[config.mk]
export PLATFORM = sky130hd
export DESIGN_NAME = stepper_reply_line_parser
export DESIGN_NICKNAME = d
export VERILOG_FILES = /design/src/sv/srlp_pkg.sv /design/src/sv/stepper_reply_line_parser.sv
export SDC_FILE = /design/constraint.sdc
export NUM_CORES = 1
export LEC_CHECK = 0
export BUFFER_PORTS_ARGS = -buffer_cell sky130_fd_sc_hd__buf_4
export CORE_MARGIN = 2
export CORE_UTILIZATION = 25
export CTS_BUF_LIST = sky130_fd_sc_hd__clkbuf_16
export DETAILED_ROUTE_END_ITERATION = 7
export GPL_TIMING_DRIVEN = 1
export REMOVE_ABC_BUFFERS = 1
export SLEW_MARGIN = 10
export SYNTH_ARGS = -nofsm -noshare
export SYNTH_HDL_FRONTEND = slang
export SYNTH_SLANG_ARGS = --single-unit
[constraint.sdc]
create_clock -name clk -period 5.7 [get_ports clk]
set_input_delay 0.57 -clock clk [delete_from_list [all_inputs] [get_ports clk]]
set_output_delay 0.57 -clock clk [all_outputs]
set_load 0.005 [all_outputs]
[src/sv/srlp_pkg.sv]
// Package of shared constants and helper functions for the stepper reply line parser.
`default_nettype none
package srlp_pkg;

  // Width in which numbers are accumulated before being cut to the 32-bit output fields.
  localparam int unsigned VALUE_WIDTH = 32;
  localparam int unsigned OUT_WIDTH   = 32;

  localparam logic [7:0] CH_NEWLINE = 8'd10;
  localparam logic [7:0] CH_STAR    = 8'h2A;
  localparam logic [7:0] CH_COMMA   = 8'h2C;
  localparam logic [7:0] CH_MINUS   = 8'h2D;
  localparam logic [7:0] CH_ZERO    = 8'h30;
  localparam logic [7:0] CH_ONE     = 8'h31;
  localparam logic [7:0] CH_TWO     = 8'h32;
  localparam logic [7:0] CH_FIVE    = 8'h35;
  localparam logic [7:0] CH_NINE    = 8'h39;
  localparam logic [7:0] CH_X       = 8'h58;
  localparam logic [7:0] CH_Y       = 8'h59;

  typedef logic [2:0] kind_t;
  localparam kind_t KIND_ACK   = 3'd0;
  localparam kind_t KIND_POS   = 3'd1;
  localparam kind_t KIND_SPEED = 3'd2;
  localparam kind_t KIND_LIMIT = 3'd3;
  localparam kind_t KIND_BOTH  = 3'd4;

  typedef logic [VALUE_WIDTH-1:0] value_t;
  typedef logic [OUT_WIDTH-1:0]   out_value_t;

  function automatic logic is_digit(input logic [7:0] c);
    return (c >= CH_ZERO) && (c <= CH_NINE);
  endfunction

  // Shift-and-add form of acc * 10 + digit, wrapping in VALUE_WIDTH bits.
  function automatic value_t add_digit(input value_t acc, input logic [7:0] c);
    logic [7:0] d;
    d = c - CH_ZERO;
    return (acc << 3) + (acc << 1) + value_t'(d[3:0]);
  endfunction

  // Sign-extend or truncate from VALUE_WIDTH to the output width.
  function automatic out_value_t to_out(input value_t v);
    logic signed [VALUE_WIDTH-1:0] s;
    s = signed'(v);
    return out_value_t'(s);
  endfunction

endpackage
`default_nettype wire

[src/sv/stepper_reply_line_parser.sv]
// Stepper reply line parser: byte-wide line recogniser that emits one record per reply line.
//
// Input channel: one received byte per item on in_rx_byte (in_valid / in_stall).
// Byte 10 ends a line. A line opening with '*' yields an ack record; lines of the
// form "X,-1,n", "X,-2,n", "X,5,n" or "X,0,n,m" (or Y) yield position, speed,
// limit-switch or position-plus-speed records. Any other line is dropped.
// Result channel: out_record_kind, out_axis_id, out_first_value, out_second_value
// under out_valid / out_stall; at most one record per line, taken at the newline.
// Latency: the record appears on the outputs the cycle after its newline is taken.
// Throughput: one byte per cycle while in_stall is low; the line state and the record
// register are each updated by short decode logic and a shift-add for the digits.
// When the receiver stalls, the record register holds and in_stall rises only
// while a record waits and is stalled, so bytes keep flowing otherwise.
// Reset (rst_n low, synchronous) returns the parser to the start of a line with
// all numbers cleared and the record register empty.
`default_nettype none
module stepper_reply_line_parser (
  input  wire logic        clk,
  input  wire logic        rst_n,
  input  wire logic        in_valid,
  output logic             in_stall,
  input  wire logic [7:0]  in_rx_byte,
  output logic             out_valid,
  input  wire logic        out_stall,
  output logic [2:0]       out_record_kind,
  output logic             out_axis_id,
  output logic [31:0]      out_first_value,
  output logic [31:0]      out_second_value
);

  typedef enum logic [3:0] {
    PH_START       = 4'd0,
    PH_AXIS_COMMA  = 4'd1,
    PH_CODE        = 4'd2,
    PH_NEG_CODE    = 4'd3,
    PH_CODE_COMMA  = 4'd4,
    PH_NUM1_SIGN   = 4'd5,
    PH_NUM1_DIGITS = 4'd6,
    PH_NUM2_SIGN   = 4'd7,
    PH_NUM2_DIGITS = 4'd8,
    PH_TAIL        = 4'd9,
    PH_ACK         = 4'd10,
    PH_SKIP        = 4'd11
  } phase_t;

  phase_t                phase_r, phase_nxt;
  logic                  axis_r, axis_nxt;
  srlp_pkg::kind_t       kind_r, kind_nxt;
  logic                  minus_r, minus_nxt;
  srlp_pkg::value_t      acc_r, acc_nxt;
  srlp_pkg::value_t      held_r, held_nxt;

  logic                  out_valid_r;
  srlp_pkg::kind_t       out_kind_r, out_kind_nxt;
  logic                  out_axis_r, out_axis_nxt;
  srlp_pkg::out_value_t  out_first_r, out_first_nxt;
  srlp_pkg::out_value_t  out_second_r, out_second_nxt;

  logic                  in_take;
  logic                  out_free;
  logic                  emit;
  logic                  digit;
  logic                  newline;
  srlp_pkg::value_t      finished;
  srlp_pkg::value_t      acc_digit;
  srlp_pkg::value_t      first_v, second_v;

  assign out_free  = !out_valid_r || !out_stall;
  assign in_stall  = !out_free;
  assign in_take   = in_valid && !in_stall;
  assign digit     = srlp_pkg::is_digit(in_rx_byte);
  assign newline   = (in_rx_byte == srlp_pkg::CH_NEWLINE);
  assign finished  = minus_r ? (srlp_pkg::value_t'(0) - acc_r) : acc_r;
  assign acc_digit = srlp_pkg::add_digit(acc_r, in_rx_byte);

  always_comb begin
    phase_nxt = phase_r;
    axis_nxt  = axis_r;
    kind_nxt  = kind_r;
    minus_nxt = minus_r;
    acc_nxt   = acc_r;
    held_nxt  = held_r;
    emit      = 1'b0;
    first_v   = '0;
    second_v  = '0;

    if (newline) begin
      unique case (phase_r)
        PH_NUM1_SIGN, PH_NUM1_DIGITS: begin
          emit    = 1'b1;
          first_v = finished;
        end
        PH_NUM2_SIGN, PH_NUM2_DIGITS: begin
          emit     = 1'b1;
          first_v  = held_r;
          second_v = finished;
        end
        PH_TAIL: begin
          emit    = 1'b1;
          first_v = held_r;
          if (kind_r == srlp_pkg::KIND_BOTH) begin
            second_v = acc_r;
          end
        end
        PH_ACK: begin
          emit = 1'b1;
        end
        default: begin
          emit = 1'b0;
        end
      endcase
      phase_nxt = PH_START;
      axis_nxt  = 1'b0;
      kind_nxt  = srlp_pkg::KIND_ACK;
      minus_nxt = 1'b0;
      acc_nxt   = '0;
      held_nxt  = '0;
    end else begin
      unique case (phase_r)
        PH_START: begin
          if (in_rx_byte == srlp_pkg::CH_STAR) begin
            phase_nxt = PH_ACK;
          end else if (in_rx_byte == srlp_pkg::CH_X || in_rx_byte == srlp_pkg::CH_Y) begin
            axis_nxt  = in_rx_byte[0];
            phase_nxt = PH_AXIS_COMMA;
          end else begin
            phase_nxt = PH_SKIP;
          end
        end
        PH_AXIS_COMMA: begin
          phase_nxt = (in_rx_byte == srlp_pkg::CH_COMMA) ? PH_CODE : PH_SKIP;
        end
        PH_CODE: begin
          if (in_rx_byte == srlp_pkg::CH_MINUS) begin
            phase_nxt = PH_NEG_CODE;
          end else if (in_rx_byte == srlp_pkg::CH_FIVE) begin
            kind_nxt  = srlp_pkg::KIND_LIMIT;
            phase_nxt = PH_CODE_COMMA;
          end else if (in_rx_byte == srlp_pkg::CH_ZERO) begin
            kind_nxt  = srlp_pkg::KIND_BOTH;
            phase_nxt = PH_CODE_COMMA;
          end else begin
            phase_nxt = PH_SKIP;
          end
        end
        PH_NEG_CODE: begin
          if (in_rx_byte == srlp_pkg::CH_ONE) begin
            kind_nxt  = srlp_pkg::KIND_POS;
            phase_nxt = PH_CODE_COMMA;
          end else if (in_rx_byte == srlp_pkg::CH_TWO) begin
            kind_nxt  = srlp_pkg::KIND_SPEED;
            phase_nxt = PH_CODE_COMMA;
          end else begin
            phase_nxt = PH_SKIP;
          end
        end
        PH_CODE_COMMA: begin
          phase_nxt = (in_rx_byte == srlp_pkg::CH_COMMA) ? PH_NUM1_SIGN : PH_SKIP;
        end
        PH_NUM1_SIGN, PH_NUM1_DIGITS: begin
          if (phase_r == PH_NUM1_SIGN && in_rx_byte == srlp_pkg::CH_MINUS &&
              kind_r != srlp_pkg::KIND_LIMIT) begin
            minus_nxt = 1'b1;
            phase_nxt = PH_NUM1_DIGITS;
          end else if (digit) begin
            acc_nxt   = acc_digit;
            phase_nxt = PH_NUM1_DIGITS;
          end else begin
            // end of first number: store it, clear for the second
            held_nxt  = finished;
            acc_nxt   = '0;
            minus_nxt = 1'b0;
            phase_nxt = (kind_r == srlp_pkg::KIND_BOTH) ? PH_NUM2_SIGN : PH_TAIL;
          end
        end
        PH_NUM2_SIGN, PH_NUM2_DIGITS: begin
          if (phase_r == PH_NUM2_SIGN && in_rx_byte == srlp_pkg::CH_MINUS) begin
            minus_nxt = 1'b1;
            phase_nxt = PH_NUM2_DIGITS;
          end else if (digit) begin
            acc_nxt   = acc_digit;
            phase_nxt = PH_NUM2_DIGITS;
          end else begin
            acc_nxt   = finished;
            minus_nxt = 1'b0;
            phase_nxt = PH_TAIL;
          end
        end
        PH_TAIL, PH_ACK: begin
          phase_nxt = phase_r;
        end
        default: begin
          phase_nxt = PH_SKIP;
        end
      endcase
    end
  end

  always_comb begin
    if (phase_r == PH_ACK) begin
      out_kind_nxt   = srlp_pkg::KIND_ACK;
      out_axis_nxt   = 1'b0;
      out_first_nxt  = '0;
      out_second_nxt = '0;
    end else begin
      out_kind_nxt   = kind_r;
      out_axis_nxt   = axis_r;
      out_first_nxt  = srlp_pkg::to_out(first_v);
      out_second_nxt = srlp_pkg::to_out(second_v);
    end
  end

  always_ff @(posedge clk) begin
    if (!rst_n) begin
      phase_r     <= PH_START;
      axis_r      <= 1'b0;
      kind_r      <= srlp_pkg::KIND_ACK;
      minus_r     <= 1'b0;
      acc_r       <= '0;
      held_r      <= '0;
      out_valid_r <= 1'b0;
    end else begin
      if (in_take) begin
        phase_r <= phase_nxt;
        axis_r  <= axis_nxt;
        kind_r  <= kind_nxt;
        minus_r <= minus_nxt;
        acc_r   <= acc_nxt;
        held_r  <= held_nxt;
      end
      // load a new record, or drop the one just taken
      if (out_free) begin
        out_valid_r <= in_take && emit;
      end
      if (out_free && in_take && emit) begin
        out_kind_r   <= out_kind_nxt;
        out_axis_r   <= out_axis_nxt;
        out_first_r  <= out_first_nxt;
        out_second_r <= out_second_nxt;
      end
    end
  end

  assign out_valid        = out_valid_r;
  assign out_record_kind  = out_kind_r;
  assign out_axis_id      = out_axis_r;
  assign out_first_value  = out_first_r;
  assign out_second_value = out_second_r;

  a_no_record_mid_line: assert property (@(posedge clk) disable iff (!rst_n)
    (in_take && !newline && out_free) |=> !out_valid)
    else $error("record produced by a byte that does not end a line");

  a_newline_restarts: assert property (@(posedge clk) disable iff (!rst_n)
    (in_take && newline) |=> (phase_r == PH_START && acc_r == '0 && held_r == '0))
    else $error("line state not cleared after newline");

  a_ack_fields_zero: assert property (@(posedge clk) disable iff (!rst_n)
    (out_valid && out_record_kind == srlp_pkg::KIND_ACK) |->
      (!out_axis_id && out_first_value == '0 && out_second_value == '0))
    else $error("ack record carries non-zero fields");

  a_second_only_both: assert property (@(posedge clk) disable iff (!rst_n)
    (out_valid && out_record_kind != srlp_pkg::KIND_BOTH) |-> out_second_value == '0)
    else $error("second value set on a single-value record");

endmodule
`default_nettype wire
==> out/qor.json <==
{
  "drt": {
    "detail_route.iter0.violations": 676,
    "route.detailed.drc": 0,
    "detail_route.vias_per_cell": 5.07,
    "detailedRoute.firstPassIterationCount": 5,
    "postRouteWirelength_um": 24600,
    "routedWlPerCell_um": 16.1,
    "detail-route-antenna-nets": 0,
    "routed-via-count": 7729
  },
  "clocking": {
    "total_clock_buffers_created_by_cts": 17,
    "worst_setup_hold_path_clk_slew_ns": 0.07,
    "postCtsSetupBuffers": 0,
    "cts_sinks": 142,
    "clk_path_buf_depth": 2,
    "clock-root-buffer": "sky130_fd_sc_hd__clkbuf_16",
    "tritoncts": "built",
    "hold_buffers": 0,
    "quantity_of_gates_resized_following_cts": 0,
    "clkLatencyLatePin_ns": 0.43,
    "h_tree_level_count": 4
  },
  "placement": {
    "dp_hpwl_um": 17900,
    "numPlacedInstances": 1492,
    "port_buffers": 81,
    "placer_s_final_routability_congestion_estimate": 0.844
  },
  "logic_synthesis": {
    "dominantRegCellSynth": "sky130_fd_sc_hd__dfxtp_1",
    "yosys_warnings": 0,
    "synth_cells": 1005,
    "yosys_register_bits": 142,
    "async_reset_ff_share_pct": 0,
    "synth_largest_type_area_fraction_pct": 22.5,
    "synthesized_cell_area_um2": 9070,
    "post_synth_num_cell_types": 79,
    "synth.yosys.seq_area_share_pct": 38.8,
    "yosys-top-cells-area": "sky130_fd_sc_hd__edfxtp_1 23%, sky130_fd_sc_hd__dfxtp_1 16%, sky130_fd_sc_hd__a22oi_1 8.2%",
    "synth-edff-count": 68,
    "syn-mean-instance-area_um2": 9.03,
    "synthDominantAreaCellType": "sky130_fd_sc_hd__edfxtp_1"
  },
  "global_route": {
    "grt_antenna_before_repair": 0,
    "gr-total-overflow": 0,
    "grt_use_total_pct": 12.8,
    "grt_pass1_wl_um": 39600,
    "number_of_global_route_vias_before_repair": 7296,
    "maximum_number_of_pins_on_one_net_before_global_route_repair": 72
  },
  "run_status": {
    "run_status": "completed"
  },
  "flow_run": {
    "timing.max_cap.violations": 0
  },
  "floorplanning": {
    "die_h_um": 195,
    "initial_core_utilization_pct": 25.4,
    "num_rows": 69,
    "die_area_um2": 37800,
    "boundaryPins": 82,
    "core-area_um2": 35700,
    "floorplan.die.width_um": 195
  },
  "sta": {
    "timing_worst_slew_pin_value_ns": 0.897,
    "max_slew_margin_pct": 40.2,
    "fin_crit_sh_pct": 62.4,
    "achievable-frequency_mhz": 281,
    "slew_violations": 0,
    "totalNegativeSetupSlack_ns": 0,
    "hold_ws_ns": 0.507,
    "setup_repair_after_global_routing_missed_its_margin": "false",
    "clock_skew_ns": 0.0150,
    "timing.final.crit_period_ns": 3.56,
    "setup_viol": 0,
    "finalHoldViolations": 0
  },
  "power": {
    "switching_power_uw": 610,
    "powerDensity_nw_per_um2": 227,
    "static-leakage-power_uw": 0.00401,
    "cell_internal_pwr_uw": 1820,
    "power.switching_fraction_pct": 25.1,
    "clock_power_share_pct": 46.8,
    "relative_contribution_of_combinational_cells_to_total_power_pct": 8.4,
    "seq_power_share_pct": 44.8,
    "vdd_ir_drop_max_mv": 0.183
  },
  "setup_path": {
    "capturing_element_type_of_the_critical_path": "register",
    "worstSetupStartpointType": "register",
    "critical_path_data_required_time_ns": 6.02,
    "cp.arrival_ns": 3.87,
    "critical_path.max_fanout": 7,
    "crit_type": "register to register",
    "r2r_setup_slack_ns": 2.14
  },
  "worst_hold_path": {
    "classification_of_the_worst_slack_hold_path": "primary input to register"
  },
  "layout": {
    "final_nets": 1123,
    "post_layout_nonfiller_instances": 1524,
    "layout.cells.most_common_list": "99 x sky130_fd_sc_hd__a22oi_1, 95 x sky130_fd_sc_hd__buf_4, 92 x sky130_fd_sc_hd__nor2_1",
    "syn2layout_area_growth_pct": 18.1,
    "post-route-util_pct": 30.1,
    "post_route_cells_drive_above_1_share_pct": 14.3,
    "leading_cell_type_in_the_layout_fill_and_taps_excluded": "sky130_fd_sc_hd__a22oi_1",
    "num_antenna_cells": 0
  }
}
## state kept, by name, summed over array words and instances (netlist names)
register          cells
kind_r                3
acc_r                32
out_record_kind       3
out_axis_id           1
minus_r               1
phase_r               4
held_r               32
out_valid             1
axis_r                1
out_first_value      32
out_second_value     32
## worst max-delay path, cell delays in order (launching register included)
cell	delay [ns]
sky130_fd_sc_hd__dfxtp_1	0.47
sky130_fd_sc_hd__inv_1	0.16
sky130_fd_sc_hd__fa_1	0.58
sky130_fd_sc_hd__inv_1	0.07
sky130_fd_sc_hd__ha_1	0.31
sky130_fd_sc_hd__a211oi_1	0.30
sky130_fd_sc_hd__o211ai_1	0.20
sky130_fd_sc_hd__a32oi_1	0.24
sky130_fd_sc_hd__a22oi_1	0.22
sky130_fd_sc_hd__a211oi_1	0.38
sky130_fd_sc_hd__o21a_1	0.21
sky130_fd_sc_hd__xor2_1	0.21
sky130_fd_sc_hd__o31ai_1	0.09
## cell usage after synthesis, drive strengths merged (3+ instances only)
library cell,n
o21ai,66
o31ai,15
or2,3
o41ai,5
a22oi,99
and2,6
nor2b,57
or3,3
o22ai,4
a21o,14
a211oi,9
nor3b,6
or4,4
nand2b,7
and3,8
nor4,6
nand3,17
clkbuf,56
edfxtp,68
o21bai,3
buf,13
ha,59
or3b,3
nand4,5
a222oi,3
o21a,5
mux2i,5
a31oi,5
xor2,17
nor2,94
o211ai,5
a21oi,56
nand2,85
nor3,24
dfxtp,74
inv,16
xnor2,41
a211o,3
## per-layer routing
metal / up-vias / wire [um] / track usage (%)
met4: 0 / 548 / 4.84
met1: 3659 / 11800 / 18.5
met3: 26 / 1020 / 1.25
li1: 3816 / - / -
met2: 228 / 11200 / 19.8
met5: - / 0 / 0
## layout make-up
class,count,area (um^2)
clock buffer,17,425
clock inverter,15,173
fill,3754,24900
inverter,16,60.1
multi-input combinational,778,5240
sequential,142,3520
tap,461,577
timing repair buffer,95,713
## through the flow
step           power, uW  setup WS (ns)  area [um^2]
6_report            2430           2.14        10700
2_1_floorplan       1230          0.768         8800
4_1_cts             2430           2.15        10700
3_5_place_dp        1310           1.91        10100
3_3_place_gp        1310           1.98        10100
5_1_grt             2510           1.90        10700
## cell families after synthesis
| logic type | Yosys count | share of synthesized area, % |
|---|---|---|
| AO/OA/AOI/OAI | 315 | 23.9 |
| AND/OR/NAND/NOR | 338 | 18.7 |
| flip-flops | 142 | 38.8 |
| adder cells (fa/ha/maj) | 61 | 8.58 |
| XOR/XNOR | 58 | 5.60 |
| multiplexers | 6 | 0.676 |
| buffers and inverters | 85 | 3.68 |
## path summary, 6_finish.rpt
| check | from | endpoint | depth (start not counted) |
|---|---|---|---|
| max | acc_r[0] | acc_r[29] | 12 |
| min | out_stall | out_valid | 4 |
| max reg2reg | acc_r[0] | acc_r[29] | 12 |
| min reg2reg | kind_r[1] | kind_r[1] | 2 |
## power groups by stage
stage	Sequential (uW)	Clock, uW	Combinational (uW)
2_1_floorplan	1100	0	128
3_3_place_gp	1110	0	200
3_5_place_dp	1110	0	199
4_1_cts	1090	1150	200
5_1_grt	1090	1190	223
6_report	1090	1140	204
No activity file was read; power rests on OpenSTA's default activity.
